--- config.mk ---
export PLATFORM = sky130hd
export DESIGN_NAME = color_gradient_lut_builder_top
export DESIGN_NICKNAME = d
export VERILOG_FILES = /design/src/sv/cglb_pkg.sv /design/src/sv/cglb_cell.sv /design/src/sv/cglb_div.sv /design/src/sv/color_gradient_lut_builder_top.sv
export SDC_FILE = /design/constraint.sdc
export NUM_CORES = 2
export LEC_CHECK = 0
export ABC_AREA = 1
export BUFFER_PORTS_ARGS = -buffer_cell sky130_fd_sc_hd__buf_2
export CORE_ASPECT_RATIO = 2
export CORE_UTILIZATION = 50
export CTS_BUF_LIST = sky130_fd_sc_hd__clkbuf_16
export DETAILED_ROUTE_END_ITERATION = 6
export GPL_TIMING_DRIVEN = 0
export MAX_ROUTING_LAYER = met4
export PLACE_DENSITY_LB_ADDON = 0.15
export SKIP_CTS_REPAIR_TIMING = 1
export SYNTH_ARGS = -nofsm -noshare
export SYNTH_HDL_FRONTEND = slang
export SYNTH_SLANG_ARGS = --single-unit
--- constraint.sdc ---
create_clock -name clk -period 17 [get_ports clk]
set_clock_uncertainty 0.15 [all_clocks]
set_input_delay 0 -clock clk [delete_from_list [all_inputs] [get_ports clk]]
set_output_delay 0 -clock clk [all_outputs]
set_load 0.05 [all_outputs]
--- src/sv/cglb_pkg.sv ---
// ----------------------------------------------------------------------------
// cglb_pkg: shared types and constants
// Types and constants for the color gradient table builder.
// ----------------------------------------------------------------------------
package cglb_pkg;

    localparam int MAX_STOPS = 16;
    localparam int IDX_W     = $clog2(MAX_STOPS);
    localparam int CNT_W     = IDX_W + 1;

    localparam logic [6:0] FULL_PCT = 7'd100;
    localparam logic [6:0] STEP_MIN = 7'd2;
    localparam logic [6:0] STEP_MAX = 7'd64;

    localparam logic [1:0] KIND_LOAD  = 2'd0;
    localparam logic [1:0] KIND_GEN   = 2'd1;
    localparam logic [1:0] KIND_CLEAR = 2'd2;

    typedef struct packed {
        logic [1:0] kind;
        logic [6:0] stop_percent;
        logic [7:0] stop_red;
        logic [7:0] stop_green;
        logic [7:0] stop_blue;
    } cglb_in_t;

    typedef struct packed {
        logic [14:0] position;
        logic [15:0] out_red;
        logic [15:0] out_green;
        logic [15:0] out_blue;
        logic        empty_error;
        logic        overflow;
        logic        last;
    } cglb_out_t;

    typedef struct packed {
        logic [6:0] pct;
        logic [7:0] red;
        logic [7:0] green;
        logic [7:0] blue;
    } cglb_stop_t;

    // Shared control broadcast to every cell
    typedef struct packed {
        logic             load;
        logic             rotate;
        logic             match;
        logic             full;
        logic [CNT_W-1:0] count;
        cglb_stop_t       stop;
    } cglb_ctrl_t;

endpackage

--- src/sv/cglb_cell.sv ---
// ----------------------------------------------------------------------------
// cglb_cell: one slot of the stop chain
// Holds one stop; sorted insert shifts from the left, rotate pulls from right.
// ----------------------------------------------------------------------------
module cglb_cell
    import cglb_pkg::*;
(
    input  logic             clk,
    input  logic [IDX_W-1:0] idx,
    input  cglb_ctrl_t       ctrl,
    input  cglb_stop_t       prev_stop,
    input  logic             prev_lt,
    input  cglb_stop_t       next_stop,
    output cglb_stop_t       stop,
    output logic             lt,
    output logic             eq
);

    cglb_stop_t stop_reg;
    cglb_stop_t stop_next;
    logic       used;
    logic       in_range;

    assign used     = {1'b0, idx} < ctrl.count;
    assign in_range = {1'b0, idx} <= ctrl.count;
    assign lt       = used && (stop_reg.pct < ctrl.stop.pct);
    assign eq       = used && (stop_reg.pct == ctrl.stop.pct);
    assign stop     = stop_reg;

    always_comb
    begin
        stop_next = stop_reg;
        if (ctrl.rotate)
        begin
            stop_next = next_stop;
        end
        else if (ctrl.load)
        begin
            if (ctrl.match)
            begin
                if (eq)
                    stop_next = ctrl.stop;
            end
            else if (!ctrl.full && in_range)
            begin
                if (prev_lt && !lt)
                    stop_next = ctrl.stop;
                else if (!prev_lt)
                    stop_next = prev_stop;
            end
        end
    end

    always_ff @(posedge clk)
    begin
        stop_reg <= stop_next;
    end

endmodule

--- src/sv/cglb_div.sv ---
// ----------------------------------------------------------------------------
// cglb_div: restoring divider, one quotient bit per cycle
// 29-bit dividend, 13-bit divisor, 16-bit quotient known to fit.
// ----------------------------------------------------------------------------
module cglb_div
    import cglb_pkg::*;
(
    input  logic        clk,
    input  logic        rst_n,
    input  logic        start,
    input  logic [28:0] num,
    input  logic [12:0] den,
    output logic        done,
    output logic [15:0] quo
);

    logic [12:0] rem_reg, rem_next;
    logic [15:0] sh_reg, sh_next;
    logic [12:0] den_reg, den_next;
    logic [4:0]  cnt_reg, cnt_next;
    logic        done_reg, done_next;
    logic [13:0] trial;
    logic        ge;

    assign trial = {rem_reg, sh_reg[15]};
    assign ge    = trial >= {1'b0, den_reg};
    assign done  = done_reg;
    assign quo   = sh_reg;

    always_comb
    begin
        rem_next  = rem_reg;
        sh_next   = sh_reg;
        den_next  = den_reg;
        cnt_next  = cnt_reg;
        done_next = 1'b0;
        if (start)
        begin
            rem_next = num[28:16];
            sh_next  = num[15:0];
            den_next = den;
            cnt_next = 5'd16;
        end
        else if (cnt_reg != 5'd0)
        begin
            rem_next  = ge ? 13'(trial - {1'b0, den_reg}) : trial[12:0];
            sh_next   = {sh_reg[14:0], ge};
            cnt_next  = cnt_reg - 5'd1;
            done_next = (cnt_reg == 5'd1);
        end
    end

    always_ff @(posedge clk or negedge rst_n)
    begin
        if (!rst_n)
        begin
            cnt_reg  <= '0;
            done_reg <= 1'b0;
        end
        else
        begin
            cnt_reg  <= cnt_next;
            done_reg <= done_next;
        end
    end

    always_ff @(posedge clk)
    begin
        rem_reg <= rem_next;
        sh_reg  <= sh_next;
        den_reg <= den_next;
    end

endmodule

--- src/sv/color_gradient_lut_builder_top.sv ---
// Sequence: load and clear are handled in the idle state. Generate turns the ring once
//   to find the first and last stops, fetches the first pair, then per entry advances
//   past stops, computes, divides and emits, then turns the ring back into order.
// Throughput: one request at a time; a new request is taken once the ring is back in
//   order after the last entry.
// Reset: stop count, overflow flag and control clear at once; step_count goes to 64.
// ----------------------------------------------------------------------------
// color_gradient_lut_builder_top: gradient stop table and LUT generator
// Stops live in a chain of cells kept sorted by percent. Generate walks the
// chain as a ring, interpolating between adjacent stops with four dividers.
// ----------------------------------------------------------------------------
module color_gradient_lut_builder_top
    import cglb_pkg::*;
(
    input  logic      clk,
    input  logic      rst_n,
    input  logic      in_valid,
    output logic      in_stall,
    input  cglb_in_t  in_data,
    output logic      out_valid,
    input  logic      out_stall,
    output cglb_out_t out_data,
    input  logic      cfg_we,
    input  logic [6:0] cfg_data
);

    localparam logic [3:0] ST_IDLE    = 4'd0;
    localparam logic [3:0] ST_PRE     = 4'd1;
    localparam logic [3:0] ST_INIT_LO = 4'd2;
    localparam logic [3:0] ST_INIT_HI = 4'd3;
    localparam logic [3:0] ST_ADV     = 4'd4;
    localparam logic [3:0] ST_CALC    = 4'd5;
    localparam logic [3:0] ST_MUL     = 4'd6;
    localparam logic [3:0] ST_DIV     = 4'd7;
    localparam logic [3:0] ST_EMIT    = 4'd8;
    localparam logic [3:0] ST_RESTORE = 4'd9;
    localparam logic [3:0] ST_EMPTY   = 4'd10;

    localparam logic [CNT_W-1:0] FULL_CNT = CNT_W'(MAX_STOPS);

    logic [3:0]       state_reg, state_next;
    logic [6:0]       step_count_reg;
    logic [CNT_W-1:0] count_reg, count_next;
    logic             ovf_reg, ovf_next;
    logic [CNT_W-1:0] rot_reg, rot_next;
    logic [5:0]       i_reg, i_next;
    logic             v0_reg, v0_next;
    cglb_stop_t       first_reg, first_next;
    cglb_stop_t       last_reg, last_next;
    cglb_stop_t       lo_reg, lo_next;
    cglb_stop_t       hi_reg, hi_next;
    logic [12:0]      a_reg, a_next;
    logic [12:0]      b_reg, b_next;
    logic [12:0]      d_reg, d_next;
    logic             out_valid_reg, out_valid_next;
    cglb_out_t        out_reg, out_next;

    // cell chain
    cglb_ctrl_t       ctrl;
    cglb_stop_t       cell_q  [MAX_STOPS];
    logic             cell_lt [MAX_STOPS];
    logic [MAX_STOPS-1:0] cell_eq;
    cglb_stop_t       head;

    // datapath
    logic             accept;
    logic             out_free;
    logic [6:0]       steps;
    logic [5:0]       s;
    logic [12:0]      t;
    logic [12:0]      hi_s;
    logic [12:0]      lo_s;
    cglb_stop_t       fetch;
    logic             fetch_rot;
    logic             use_fetch;
    logic             ring_rot;
    logic             div_start;
    logic [20:0]      num_r, num_g, num_b;
    logic [3:0]       div_done;
    logic [15:0]      q_pos, q_r, q_g, q_b;

    assign accept   = in_valid && !in_stall;
    assign in_stall = (state_reg != ST_IDLE);
    assign out_free = !out_valid_reg || !out_stall;
    assign head     = cell_q[0];

    assign steps = (step_count_reg < STEP_MIN) ? STEP_MIN :
                   (step_count_reg > STEP_MAX) ? STEP_MAX : step_count_reg;
    assign s     = 6'(steps - 7'd1);
    assign t     = 13'(7'd100 * i_reg);
    assign hi_s  = 13'(hi_reg.pct * s);
    assign lo_s  = 13'(lo_reg.pct * s);

    // next stop of the virtual work list: implied 0 stop, stored stops up to 100,
    // then an implied 100 stop carrying the last stored color
    always_comb
    begin
        fetch     = last_reg;
        fetch.pct = FULL_PCT;
        fetch_rot = 1'b0;
        if (v0_reg)
        begin
            fetch     = first_reg;
            fetch.pct = 7'd0;
        end
        else if ((rot_reg < count_reg) && (head.pct <= FULL_PCT))
        begin
            fetch     = head;
            fetch_rot = 1'b1;
        end
    end

    assign ctrl.load   = accept && (in_data.kind == KIND_LOAD);
    assign ctrl.rotate = ring_rot;
    assign ctrl.match  = |cell_eq;
    assign ctrl.full   = (count_reg == FULL_CNT);
    assign ctrl.count  = count_reg;
    assign ctrl.stop   = '{pct: in_data.stop_percent, red: in_data.stop_red,
                           green: in_data.stop_green, blue: in_data.stop_blue};

    genvar gi;
    generate
        for (gi = 0; gi < MAX_STOPS; gi++)
        begin : g_cell
            cglb_cell u_cell (
                .clk       (clk),
                .idx       (IDX_W'(gi)),
                .ctrl      (ctrl),
                .prev_stop ((gi == 0) ? cell_q[0] : cell_q[(gi + MAX_STOPS - 1) % MAX_STOPS]),
                .prev_lt   ((gi == 0) ? 1'b1 : cell_lt[(gi + MAX_STOPS - 1) % MAX_STOPS]),
                .next_stop (cell_q[(gi + 1) % MAX_STOPS]),
                .stop      (cell_q[gi]),
                .lt        (cell_lt[gi]),
                .eq        (cell_eq[gi])
            );
        end
    endgenerate

    // products feed the dividers directly; the dividers register them
    assign num_r = 21'(lo_reg.red   * a_reg) + 21'(hi_reg.red   * b_reg);
    assign num_g = 21'(lo_reg.green * a_reg) + 21'(hi_reg.green * b_reg);
    assign num_b = 21'(lo_reg.blue  * a_reg) + 21'(hi_reg.blue  * b_reg);
    assign div_start = (state_reg == ST_MUL);

    cglb_div u_div_pos (.clk(clk), .rst_n(rst_n), .start(div_start),
        .num({8'd0, t, 8'd0}), .den({7'd0, s}), .done(div_done[0]), .quo(q_pos));
    cglb_div u_div_r (.clk(clk), .rst_n(rst_n), .start(div_start),
        .num({num_r, 8'd0}), .den(d_reg), .done(div_done[1]), .quo(q_r));
    cglb_div u_div_g (.clk(clk), .rst_n(rst_n), .start(div_start),
        .num({num_g, 8'd0}), .den(d_reg), .done(div_done[2]), .quo(q_g));
    cglb_div u_div_b (.clk(clk), .rst_n(rst_n), .start(div_start),
        .num({num_b, 8'd0}), .den(d_reg), .done(div_done[3]), .quo(q_b));

    always_comb
    begin
        state_next     = state_reg;
        count_next     = count_reg;
        ovf_next       = ovf_reg;
        rot_next       = rot_reg;
        i_next         = i_reg;
        v0_next        = v0_reg;
        first_next     = first_reg;
        last_next      = last_reg;
        lo_next        = lo_reg;
        hi_next        = hi_reg;
        a_next         = a_reg;
        b_next         = b_reg;
        d_next         = d_reg;
        out_next       = out_reg;
        out_valid_next = out_valid_reg && out_stall;
        use_fetch      = 1'b0;
        ring_rot       = 1'b0;

        case (state_reg)
            ST_IDLE:
            begin
                if (accept)
                begin
                    case (in_data.kind)
                        KIND_LOAD:
                        begin
                            if (!ctrl.match)
                            begin
                                if (ctrl.full)
                                    ovf_next = 1'b1;
                                else
                                    count_next = count_reg + CNT_W'(1);
                            end
                        end
                        KIND_GEN:
                        begin
                            rot_next   = '0;
                            state_next = (count_reg == '0) ? ST_EMPTY : ST_PRE;
                        end
                        KIND_CLEAR:
                        begin
                            count_next = '0;
                            ovf_next   = 1'b0;
                        end
                        default: ;
                    endcase
                end
            end
            ST_PRE:
            begin
                // one full turn of the ring to pick up first and last stops
                ring_rot = 1'b1;
                if (rot_reg == '0)
                    first_next = head;
                if (rot_reg == count_reg - CNT_W'(1))
                    last_next = head;
                rot_next = rot_reg + CNT_W'(1);
                if (rot_reg == CNT_W'(MAX_STOPS - 1))
                begin
                    rot_next   = '0;
                    v0_next    = (first_reg.pct != 7'd0);
                    i_next     = '0;
                    state_next = ST_INIT_LO;
                end
            end
            ST_INIT_LO, ST_INIT_HI:
            begin
                use_fetch = 1'b1;
                if (state_reg == ST_INIT_LO)
                begin
                    lo_next    = fetch;
                    state_next = ST_INIT_HI;
                end
                else
                begin
                    hi_next    = fetch;
                    state_next = ST_ADV;
                end
            end
            ST_ADV:
            begin
                if (hi_s < t)
                begin
                    use_fetch = 1'b1;
                    lo_next   = hi_reg;
                    hi_next   = fetch;
                end
                else
                begin
                    state_next = ST_CALC;
                end
            end
            ST_CALC:
            begin
                a_next     = hi_s - t;
                b_next     = t - lo_s;
                d_next     = 13'((hi_reg.pct - lo_reg.pct) * s);
                state_next = ST_MUL;
            end
            ST_MUL:
            begin
                state_next = ST_DIV;
            end
            ST_DIV:
            begin
                if (div_done[0])
                    state_next = ST_EMIT;
            end
            ST_EMIT:
            begin
                if (out_free)
                begin
                    out_valid_next       = 1'b1;
                    out_next.position    = q_pos[14:0];
                    out_next.out_red     = q_r;
                    out_next.out_green   = q_g;
                    out_next.out_blue    = q_b;
                    out_next.empty_error = 1'b0;
                    out_next.overflow    = ovf_reg;
                    out_next.last        = (i_reg == s);
                    if (i_reg == s)
                    begin
                        state_next = ST_RESTORE;
                    end
                    else
                    begin
                        i_next     = i_reg + 6'd1;
                        state_next = ST_ADV;
                    end
                end
            end
            ST_RESTORE:
            begin
                // finish the turn so the ring is back in sorted order
                if (rot_reg == CNT_W'(MAX_STOPS))
                begin
                    rot_next   = '0;
                    state_next = ST_IDLE;
                end
                else
                begin
                    ring_rot = 1'b1;
                    rot_next = rot_reg + CNT_W'(1);
                end
            end
            ST_EMPTY:
            begin
                if (out_free)
                begin
                    out_valid_next       = 1'b1;
                    out_next             = '0;
                    out_next.empty_error = 1'b1;
                    out_next.overflow    = ovf_reg;
                    out_next.last        = 1'b1;
                    state_next           = ST_IDLE;
                end
            end
            default:
            begin
                state_next = ST_IDLE;
            end
        endcase

        if (use_fetch)
        begin
            v0_next = 1'b0;
            if (fetch_rot)
            begin
                ring_rot = 1'b1;
                rot_next = rot_reg + CNT_W'(1);
            end
        end
    end

    always_ff @(posedge clk or negedge rst_n)
    begin
        if (!rst_n)
        begin
            state_reg      <= ST_IDLE;
            step_count_reg <= STEP_MAX;
            count_reg      <= '0;
            ovf_reg        <= 1'b0;
            rot_reg        <= '0;
            i_reg          <= '0;
            v0_reg         <= 1'b0;
            out_valid_reg  <= 1'b0;
        end
        else
        begin
            state_reg      <= state_next;
            count_reg      <= count_next;
            ovf_reg        <= ovf_next;
            rot_reg        <= rot_next;
            i_reg          <= i_next;
            v0_reg         <= v0_next;
            out_valid_reg  <= out_valid_next;
            if (cfg_we)
                step_count_reg <= cfg_data;
        end
    end

    always_ff @(posedge clk)
    begin
        first_reg <= first_next;
        last_reg  <= last_next;
        lo_reg    <= lo_next;
        hi_reg    <= hi_next;
        a_reg     <= a_next;
        b_reg     <= b_next;
        d_reg     <= d_next;
        out_reg   <= out_next;
    end

    assign out_valid = out_valid_reg;
    assign out_data  = out_reg;

`ifndef SYNTH
    a_count_bound: assert property (@(posedge clk) disable iff (!rst_n)
        count_reg <= FULL_CNT)
        else $error("stop count above table size");

    a_rot_busy: assert property (@(posedge clk) disable iff (!rst_n)
        ring_rot |-> (state_reg != ST_IDLE))
        else $error("ring rotated while idle");

    a_ovf_set: assert property (@(posedge clk) disable iff (!rst_n)
        (ctrl.load && ctrl.full && !ctrl.match) |=> ovf_reg)
        else $error("dropped stop did not set overflow");

    a_restore_done: assert property (@(posedge clk) disable iff (!rst_n)
        (state_reg == ST_RESTORE && rot_reg == CNT_W'(MAX_STOPS)) |=> (state_reg == ST_IDLE))
        else $error("ring restore did not finish");
`endif

endmodule

# After elaboration in Yosys (flattened, before gate mapping)
# Index checks and enable logic that the tools add are counted.
[classes]
multipliers = 10
eq_ne = 81
reduce_logical = 153
n_addsub = 19
order_cmp = 57
mux = 196
[ops]
columns = ["operator", "n"]
rows = [
  ["$mux 31", 117],
  ["$mux 66", 2],
  ["$pmux 66 s2", 1],
  ["$mux 13", 10],
  ["$mux 16", 8],
  ["$mul 8x13->21", 6],
  ["$pmux 31 s2", 2],
  ["$eq 7x7->1", 16],
  ["$lt 7x7->1", 16],
  ["$mux 5", 18],
  ["$reduce_and 4->1", 17],
  ["$logic_and 1x1->1", 67],
  ["$sub 13x13->13", 5],
  ["$add 21x21->21", 3],
  ["$ne 4x4->1 const B", 15],
  ["$ne 3x1->1 const B", 16],
  ["$reduce_bool 3->1", 16],
  ["$ge 14x13->1", 3],
  ["$le 4x5->1 const A", 8],
  ["$lt 4x5->1 const A", 8],
  ["$mux 4", 10],
  ["$pmux 4 s10", 1],
  ["$mux 6", 5],
  ["$mul 7x6->13", 2],
  ["other kinds (55)", 144],
]
[word_totals]
reg_bits = 904
word_cells = 633
inputBits = 45
output_inout_bits = 68

# Logic depth before layout (Yosys ltp)
[logic_depth]
ltp_word = 11
ltp_mapped = 41
depth_no_buf = 38

# Modules after synthesis
# From an unflattened synthesis, not the netlist that was laid out.
[unflattened]
hier_cells = 10978
area_unflattened_um2 = 85313.1
[modules_own_cells]
columns = ["module", "n_inst", "area_per_inst_um2", "cells_per_inst"]
rows = [
  ["cglb_cell", 16, 2299.7, 327],
  ["color_gradient_lut_builder_top", 1, 36095.9, 4206],
  ["cglb_div", 4, 3105.5, 385],
]

# Worst setup path before layout
# OpenSTA, ideal clock, no wires.
[synth_timing]
kind = "reg-to-reg"
from = "register step_count_reg[6]"
to = "register g_cell[13].u_cell.stop_reg (netlist bit g_cell[13].u_cell.stop[0]) (enable)"
path_stages_with_launch = 38
setup_time_ns = 0.419
t_arrival_ns = 7.896
path_slack_ns = 8.535
path_buffers = 6
cell_sequence = "dfstp_2 -> clkbuf_1 -> nor2_1 -> nand2_1 -> buf_1 -> ha_1 -> nand3_1 -> nand2_1 -> clkbuf_1 -> inv_1 -> clkbuf_1 -> nand2_1 -> fa_1 -> fa_1 -> fa_1 -> inv_1 -> ha_1 -> nand2_1 -> [... 2 more ...] -> o21bai_1 -> a21o_1 -> a21oi_1 -> xnor2_1 -> ha_1 -> inv_1 -> nor3_1 -> nand4_1 -> nand3_1 -> nand2_1 -> nand3_4 -> nand2_2 -> inv_2 -> buf_6 -> o31ai_2 -> buf_2 -> nand2_1 -> nor2_1"
[synth_between]
elab_chain_len = 11
elab_cells_between_ends = 15
classes_between = "add/sub (1); mul (1); order compare (3); eq/ne (2); mux (5); reduce/logical (3)"
[synth_rtl]
columns = ["item", "line", "source"]
rows = [
  ["start: declaration", "color_gradient_lut_builder_top.sv:42", "logic [6:0] step_count_reg;"],
  ["start signal: assignment", "color_gradient_lut_builder_top.sv:353", "step_count_reg <= cfg_data;"],
  ["$gt 7x7->1", "color_gradient_lut_builder_top.sv:88", "(step_count_reg > STEP_MAX) ? STEP_MAX : step_count_reg;"],
  ["$mux 6", "color_gradient_lut_builder_top.sv:88", ""],
  ["$mux 6 (*)", "color_gradient_lut_builder_top.sv:87", "assign steps = (step_count_reg < STEP_MIN) ? STEP_MIN :"],
  ["$sub 6x1->6 (*)", "color_gradient_lut_builder_top.sv:89", "assign s = 6'(steps - 7'd1);"],
  ["via s[0]", "color_gradient_lut_builder_top.sv:69", "logic [5:0] s;"],
  ["$mul 7x6->13 (*)", "color_gradient_lut_builder_top.sv:91", "assign hi_s = 13'(hi_reg.pct * s);"],
  ["$lt 13x13->1 (*)", "color_gradient_lut_builder_top.sv:237", "if (hi_s < t)"],
  ["$mux 1 (*)", "color_gradient_lut_builder_top.sv:237", ""],
  ["$pmux 1 s2 (*)", "color_gradient_lut_builder_top.sv:174", "case (state_reg)"],
  ["$mux 1 (*)", "color_gradient_lut_builder_top.sv:319", "if (use_fetch)"],
  ["$ne 4x4->1 (no line) (tied with other cells)", "-", ""],
  ["$reduce_and 4->1 (no line) (*)", "-", ""],
  ["end signal: assignment", "cglb_cell.sv:56", "stop_reg <= stop_next;"],
  ["end: declaration", "cglb_cell.sv:19", "cglb_stop_t stop_reg;"],
]
# Mark *: on every way through the listed nets, which the timed path passes. The rest lies on a longest branch.
# A chain may end at the register's enable or synchronous reset.

==> impl_metrics.prom <==
# TYPE chip_impl_metric gauge
chip_impl_metric{name="fin_crit_sh",unit="%"} 65.8
chip_impl_metric{name="firstDrtPassIters",unit=""} 7
chip_impl_metric{name="port-buffer-count",unit=""} 112
chip_impl_metric{name="critical_path_buf_inv_count",unit=""} 11
chip_impl_info{name="setup.worst_path.end_class",value="register"} 1
chip_impl_metric{name="synth-seq-area-share",unit="%"} 35.0
chip_impl_metric{name="antenna_found_initial",unit=""} 50
chip_impl_metric{name="fp.dieW",unit="um"} 277
chip_impl_metric{name="num-nets-final",unit=""} 10600
chip_impl_metric{name="routed_via_count_divided_by_cell_count",unit=""} 6.14
chip_impl_metric{name="setup-tns-final",unit="ps"} 0
chip_impl_info{name="status",value="finished with violations"} 1
chip_impl_metric{name="fmax",unit="MHz"} 89.4
chip_impl_info{name="timing.critical_path.mode_cell",value="sky130_fd_sc_hd__nand2_1"} 1
chip_impl_metric{name="largest_register_ffs",unit=""} 496
chip_impl_info{name="cp_slowest_cell",value="sky130_fd_sc_hd__clkbuf_1"} 1
chip_impl_metric{name="cts_buffer_count",unit=""} 91
chip_impl_info{name="cts_tree",value="done"} 1
chip_impl_info{name="hp-class",value="input pin to register"} 1
chip_impl_metric{name="grtUsageTotal",unit="%"} 48.4
chip_impl_metric{name="tightestPinTransition",unit="ps"} 1710
chip_impl_info{name="main_combinational_cell_family_by_area_after_synthesis",value="adder cells"} 1
chip_impl_metric{name="synth_cell_type_count",unit=""} 60
chip_impl_metric{name="gp_congestion",unit=""} 1.07
chip_impl_metric{name="pin_count_of_the_biggest_net_entering_global_routing",unit=""} 37
chip_impl_metric{name="sequential_cell_area",unit="um^2"} 26500
chip_impl_metric{name="synth_area",unit="um^2"} 75700
chip_impl_metric{name="initial_utilization",unit="%"} 50.4
chip_impl_metric{name="filler_cell_count_in_the_final_layout",unit=""} 14300
chip_impl_metric{name="drive_gt1_share",unit="%"} 5.73
chip_impl_info{name="dominantRegCellSynth",value="sky130_fd_sc_hd__edfxtp_1"} 1
chip_impl_metric{name="std_cell_rows",unit=""} 201
chip_impl_metric{name="layout-area-overhead-vs-synth",unit="%"} 10.1
chip_impl_metric{name="yosys-mux-area-fraction",unit="%"} 0.0413
chip_impl_metric{name="clk_pin_slew",unit="ps"} 80
chip_impl_metric{name="detailroute.via_count",unit=""} 71100
chip_impl_metric{name="timing.critical_path.required",unit="ps"} 17460
chip_impl_metric{name="timing.slew.headroom",unit="%"} -14.0
chip_impl_metric{name="timing.final.max_slew_violations",unit=""} 44
chip_impl_metric{name="clock-sinks",unit=""} 904
chip_impl_metric{name="synth_async_sr_flop_share",unit="%"} 5.64
chip_impl_metric{name="routed_wire_length_per_instance",unit="um"} 30.7
chip_impl_metric{name="die_area",unit="um^2"} 153000
chip_impl_metric{name="worst_ep_arrival_time",unit="ps"} 11640
chip_impl_metric{name="path_max_fanout",unit=""} 11
chip_impl_metric{name="first_iter_violations",unit=""} 6812
chip_impl_metric{name="remaining_number_of_nets_flagged_by_the_antenna_check_after_routing",unit=""} 0
chip_impl_metric{name="route.detailed.drc",unit=""} 5
chip_impl_metric{name="synthSimpleGateAreaFrac",unit="%"} 19.8
chip_impl_metric{name="design.portCount",unit=""} 113
chip_impl_metric{name="synth-adder-area-share",unit="%"} 23.6
chip_impl_info{name="critical_path.startpoint_type",value="register"} 1
chip_impl_metric{name="fp.coreArea",unit="um^2"} 150000
chip_impl_metric{name="synth_edf_count",unit=""} 811
chip_impl_info{name="final_cell_mix",value="sky130_fd_sc_hd__nand2_1 (2763), sky130_fd_sc_hd__inv_1 (1285), sky130_fd_sc_hd__edfxtp_1 (811)"} 1
chip_impl_metric{name="synth_compound_gate_area_share",unit="%"} 10.9
chip_impl_info{name="timing.setup.critical_path_class",value="register to register"} 1
chip_impl_metric{name="synth.net_count",unit=""} 10300
chip_impl_metric{name="multi_input_comb_area",unit="um^2"} 42400
chip_impl_metric{name="first_pass_grt_wire_length",unit="um"} 503000
chip_impl_metric{name="clkLatencyLatePin",unit="ps"} 780
chip_impl_metric{name="max_clock_buf_depth",unit=""} 3
chip_impl_metric{name="avgSynthCellArea",unit="um^2"} 8.21
chip_impl_metric{name="netlist_instances",unit=""} 9220
chip_impl_metric{name="first_global_vias",unit=""} 72200
chip_impl_metric{name="timing_hold_violations_final",unit=""} 0
chip_impl_metric{name="fin_crit",unit="ps"} 11180
chip_impl_metric{name="ys_warn_count",unit=""} 0
chip_impl_info{name="violated_checks",value="DRC, capacitance limit, slew limit"} 1
chip_impl_metric{name="totalWireLength",unit="um"} 355000
chip_impl_metric{name="setup_viol",unit=""} 0
chip_impl_metric{name="die_h",unit="um"} 552
chip_impl_metric{name="post_synth_xor_area_fraction",unit="%"} 1.48
chip_impl_info{name="layout_commonest_cell",value="sky130_fd_sc_hd__nand2_1"} 1
chip_impl_metric{name="ys_ff_latch",unit=""} 904
chip_impl_info{name="timing.critical_path.max_delay_family",value="buffers and inverters"} 1
chip_impl_metric{name="dpl.hpwl",unit="um"} 275000
chip_impl_info{name="rsz0062_at_grt",value="false"} 1
chip_impl_metric{name="slowest_delay",unit="ps"} 1120
chip_impl_metric{name="cap_viol_max_count",unit=""} 4
chip_impl_metric{name="overflow_left_after_global_routing",unit=""} 0
chip_impl_info{name="cts-root-buf",value="sky130_fd_sc_hd__clkbuf_16"} 1
chip_impl_metric{name="cts_max_level",unit=""} 3
[stage by stage]
| step | utilization [%] | instance area (um^2) | instances | hold WS (ps) | setup slack (ps) |
|---|---|---|---|---|---|
| global placement | 52.4 | 78700 | 11300 | 56.9 | 3600 |
| finish | 55.5 | 83300 | 11600 | 117 | 5820 |
| global route | 55.5 | 83300 | 11600 | 128 | 5630 |
| CTS | 55.0 | 82600 | 11500 | -966 | 6340 |
| detailed placement | 53.0 | 79500 | 11300 | -183 | 6370 |
| floorplan | - | 75700 | 9220 | -446 | 8530 |
[logic make-up (layout without fill, tap and decap cells)]
| group | after synthesis | in the layout |
|---|---|---|
| fa+ha+maj | 1077 | 1077 |
| mux | 3 | 3 |
| xor+xnor | 128 | 128 |
| buf+inv | 1789 | 2166 |
| other cells | 0 | 53 |
| compound gates | 1497 | 1497 |
| simple gates | 3822 | 3822 |
| flops | 904 | 904 |
[final cells by class]
cell class	count	area share (%)
plain buffers	496	2.57
inverters	1293	5.83
diodes	53	0.159
well taps	1928	2.89
clock buffers	91	2.73
repair buffers	208	2.19
clock inverters	78	0.949
multi-input cells	6527	50.9
flip-flops and latches	904	31.8
[cell usage after synthesis, types with 12 or more instances]
| cell | number | area share (%) |
|---|---|---|
| sky130_fd_sc_hd__o21ai_1 | 38 | 0.25 |
| sky130_fd_sc_hd__ha_1 | 492 | 8.1 |
| sky130_fd_sc_hd__nor2_1 | 705 | 3.5 |
| sky130_fd_sc_hd__edfxtp_1 | 811 | 32 |
| sky130_fd_sc_hd__o21bai_1 | 18 | 0.18 |
| sky130_fd_sc_hd__clkbuf_1 | 316 | 1.6 |
| sky130_fd_sc_hd__buf_2 | 144 | 0.95 |
| sky130_fd_sc_hd__nor3_1 | 40 | 0.26 |
| sky130_fd_sc_hd__inv_2 | 14 | 0.069 |
| sky130_fd_sc_hd__xor2_1 | 80 | 0.93 |
| sky130_fd_sc_hd__nand3_1 | 205 | 1.4 |
| sky130_fd_sc_hd__a21o_1 | 14 | 0.14 |
| sky130_fd_sc_hd__nor4_1 | 12 | 0.099 |
| sky130_fd_sc_hd__inv_1 | 1271 | 6.3 |
| sky130_fd_sc_hd__a21oi_1 | 250 | 1.7 |
| sky130_fd_sc_hd__dfrtp_1 | 50 | 1.7 |
| sky130_fd_sc_hd__xnor2_1 | 48 | 0.56 |
| sky130_fd_sc_hd__fa_1 | 585 | 15 |
| sky130_fd_sc_hd__nand2_1 | 2766 | 14 |
| sky130_fd_sc_hd__o22ai_1 | 56 | 0.46 |
| sky130_fd_sc_hd__o211ai_1 | 16 | 0.16 |
| sky130_fd_sc_hd__dfxtp_1 | 42 | 1.1 |
| sky130_fd_sc_hd__buf_1 | 16 | 0.079 |
| sky130_fd_sc_hd__nand4_1 | 61 | 0.50 |
| sky130_fd_sc_hd__buf_4 | 18 | 0.18 |
| sky130_fd_sc_hd__a31oi_1 | 318 | 2.6 |
| sky130_fd_sc_hd__o21ai_0 | 733 | 4.8 |
[worst register-to-register path: cells and delay by family (launching register included)]
family	cells	cell delay, ps
flip-flops	1	520
AND/OR/NAND/NOR	14	2540
XOR/XNOR	1	160
AO/OA/AOI/OAI	5	800
buffers and inverters	11	4260
adder cells (fa/ha/maj)	6	2580
[per-layer routing]
layer,wire length [um],global-route usage [%],part of all wire [%],up-vias
met3,30800,14.0,8.7,2425
met1,98500,41.1,28,33700
met4,54000,57.5,15,0
li1,-,-,-,30500
met2,172000,78.7,48,4483
met5,0,-,0,-
[path summary, 6_finish.rpt]
path	startpoint	cells after the start	to	slack (ps)
max reg2reg	step_count_reg[6]$_DFFE_PN1P_	37	g_cell[7].u_cell.stop[25]$_DFFE_PP_	5820
max	step_count_reg[6]$_DFFE_PN1P_	37	g_cell[7].u_cell.stop[25]$_DFFE_PP_	5820
max in group asynchronous	rst_n	5	u_div_b.cnt_reg[2]$_DFFE_PN0P_	16030
min	in_data[5]	6	g_cell[12].u_cell.stop[5]$_DFFE_PP_	120
min in group asynchronous	rst_n	4	step_count_reg[3]$_DFFE_PN0P_	160
min reg2reg	d_reg[12]$_DFFE_PP_	0	u_div_b.den_reg[12]$_DFFE_PP_	270
Power is not shown: default switching activity piles up to over one toggle a cycle in this logic, so the estimate is an artifact.
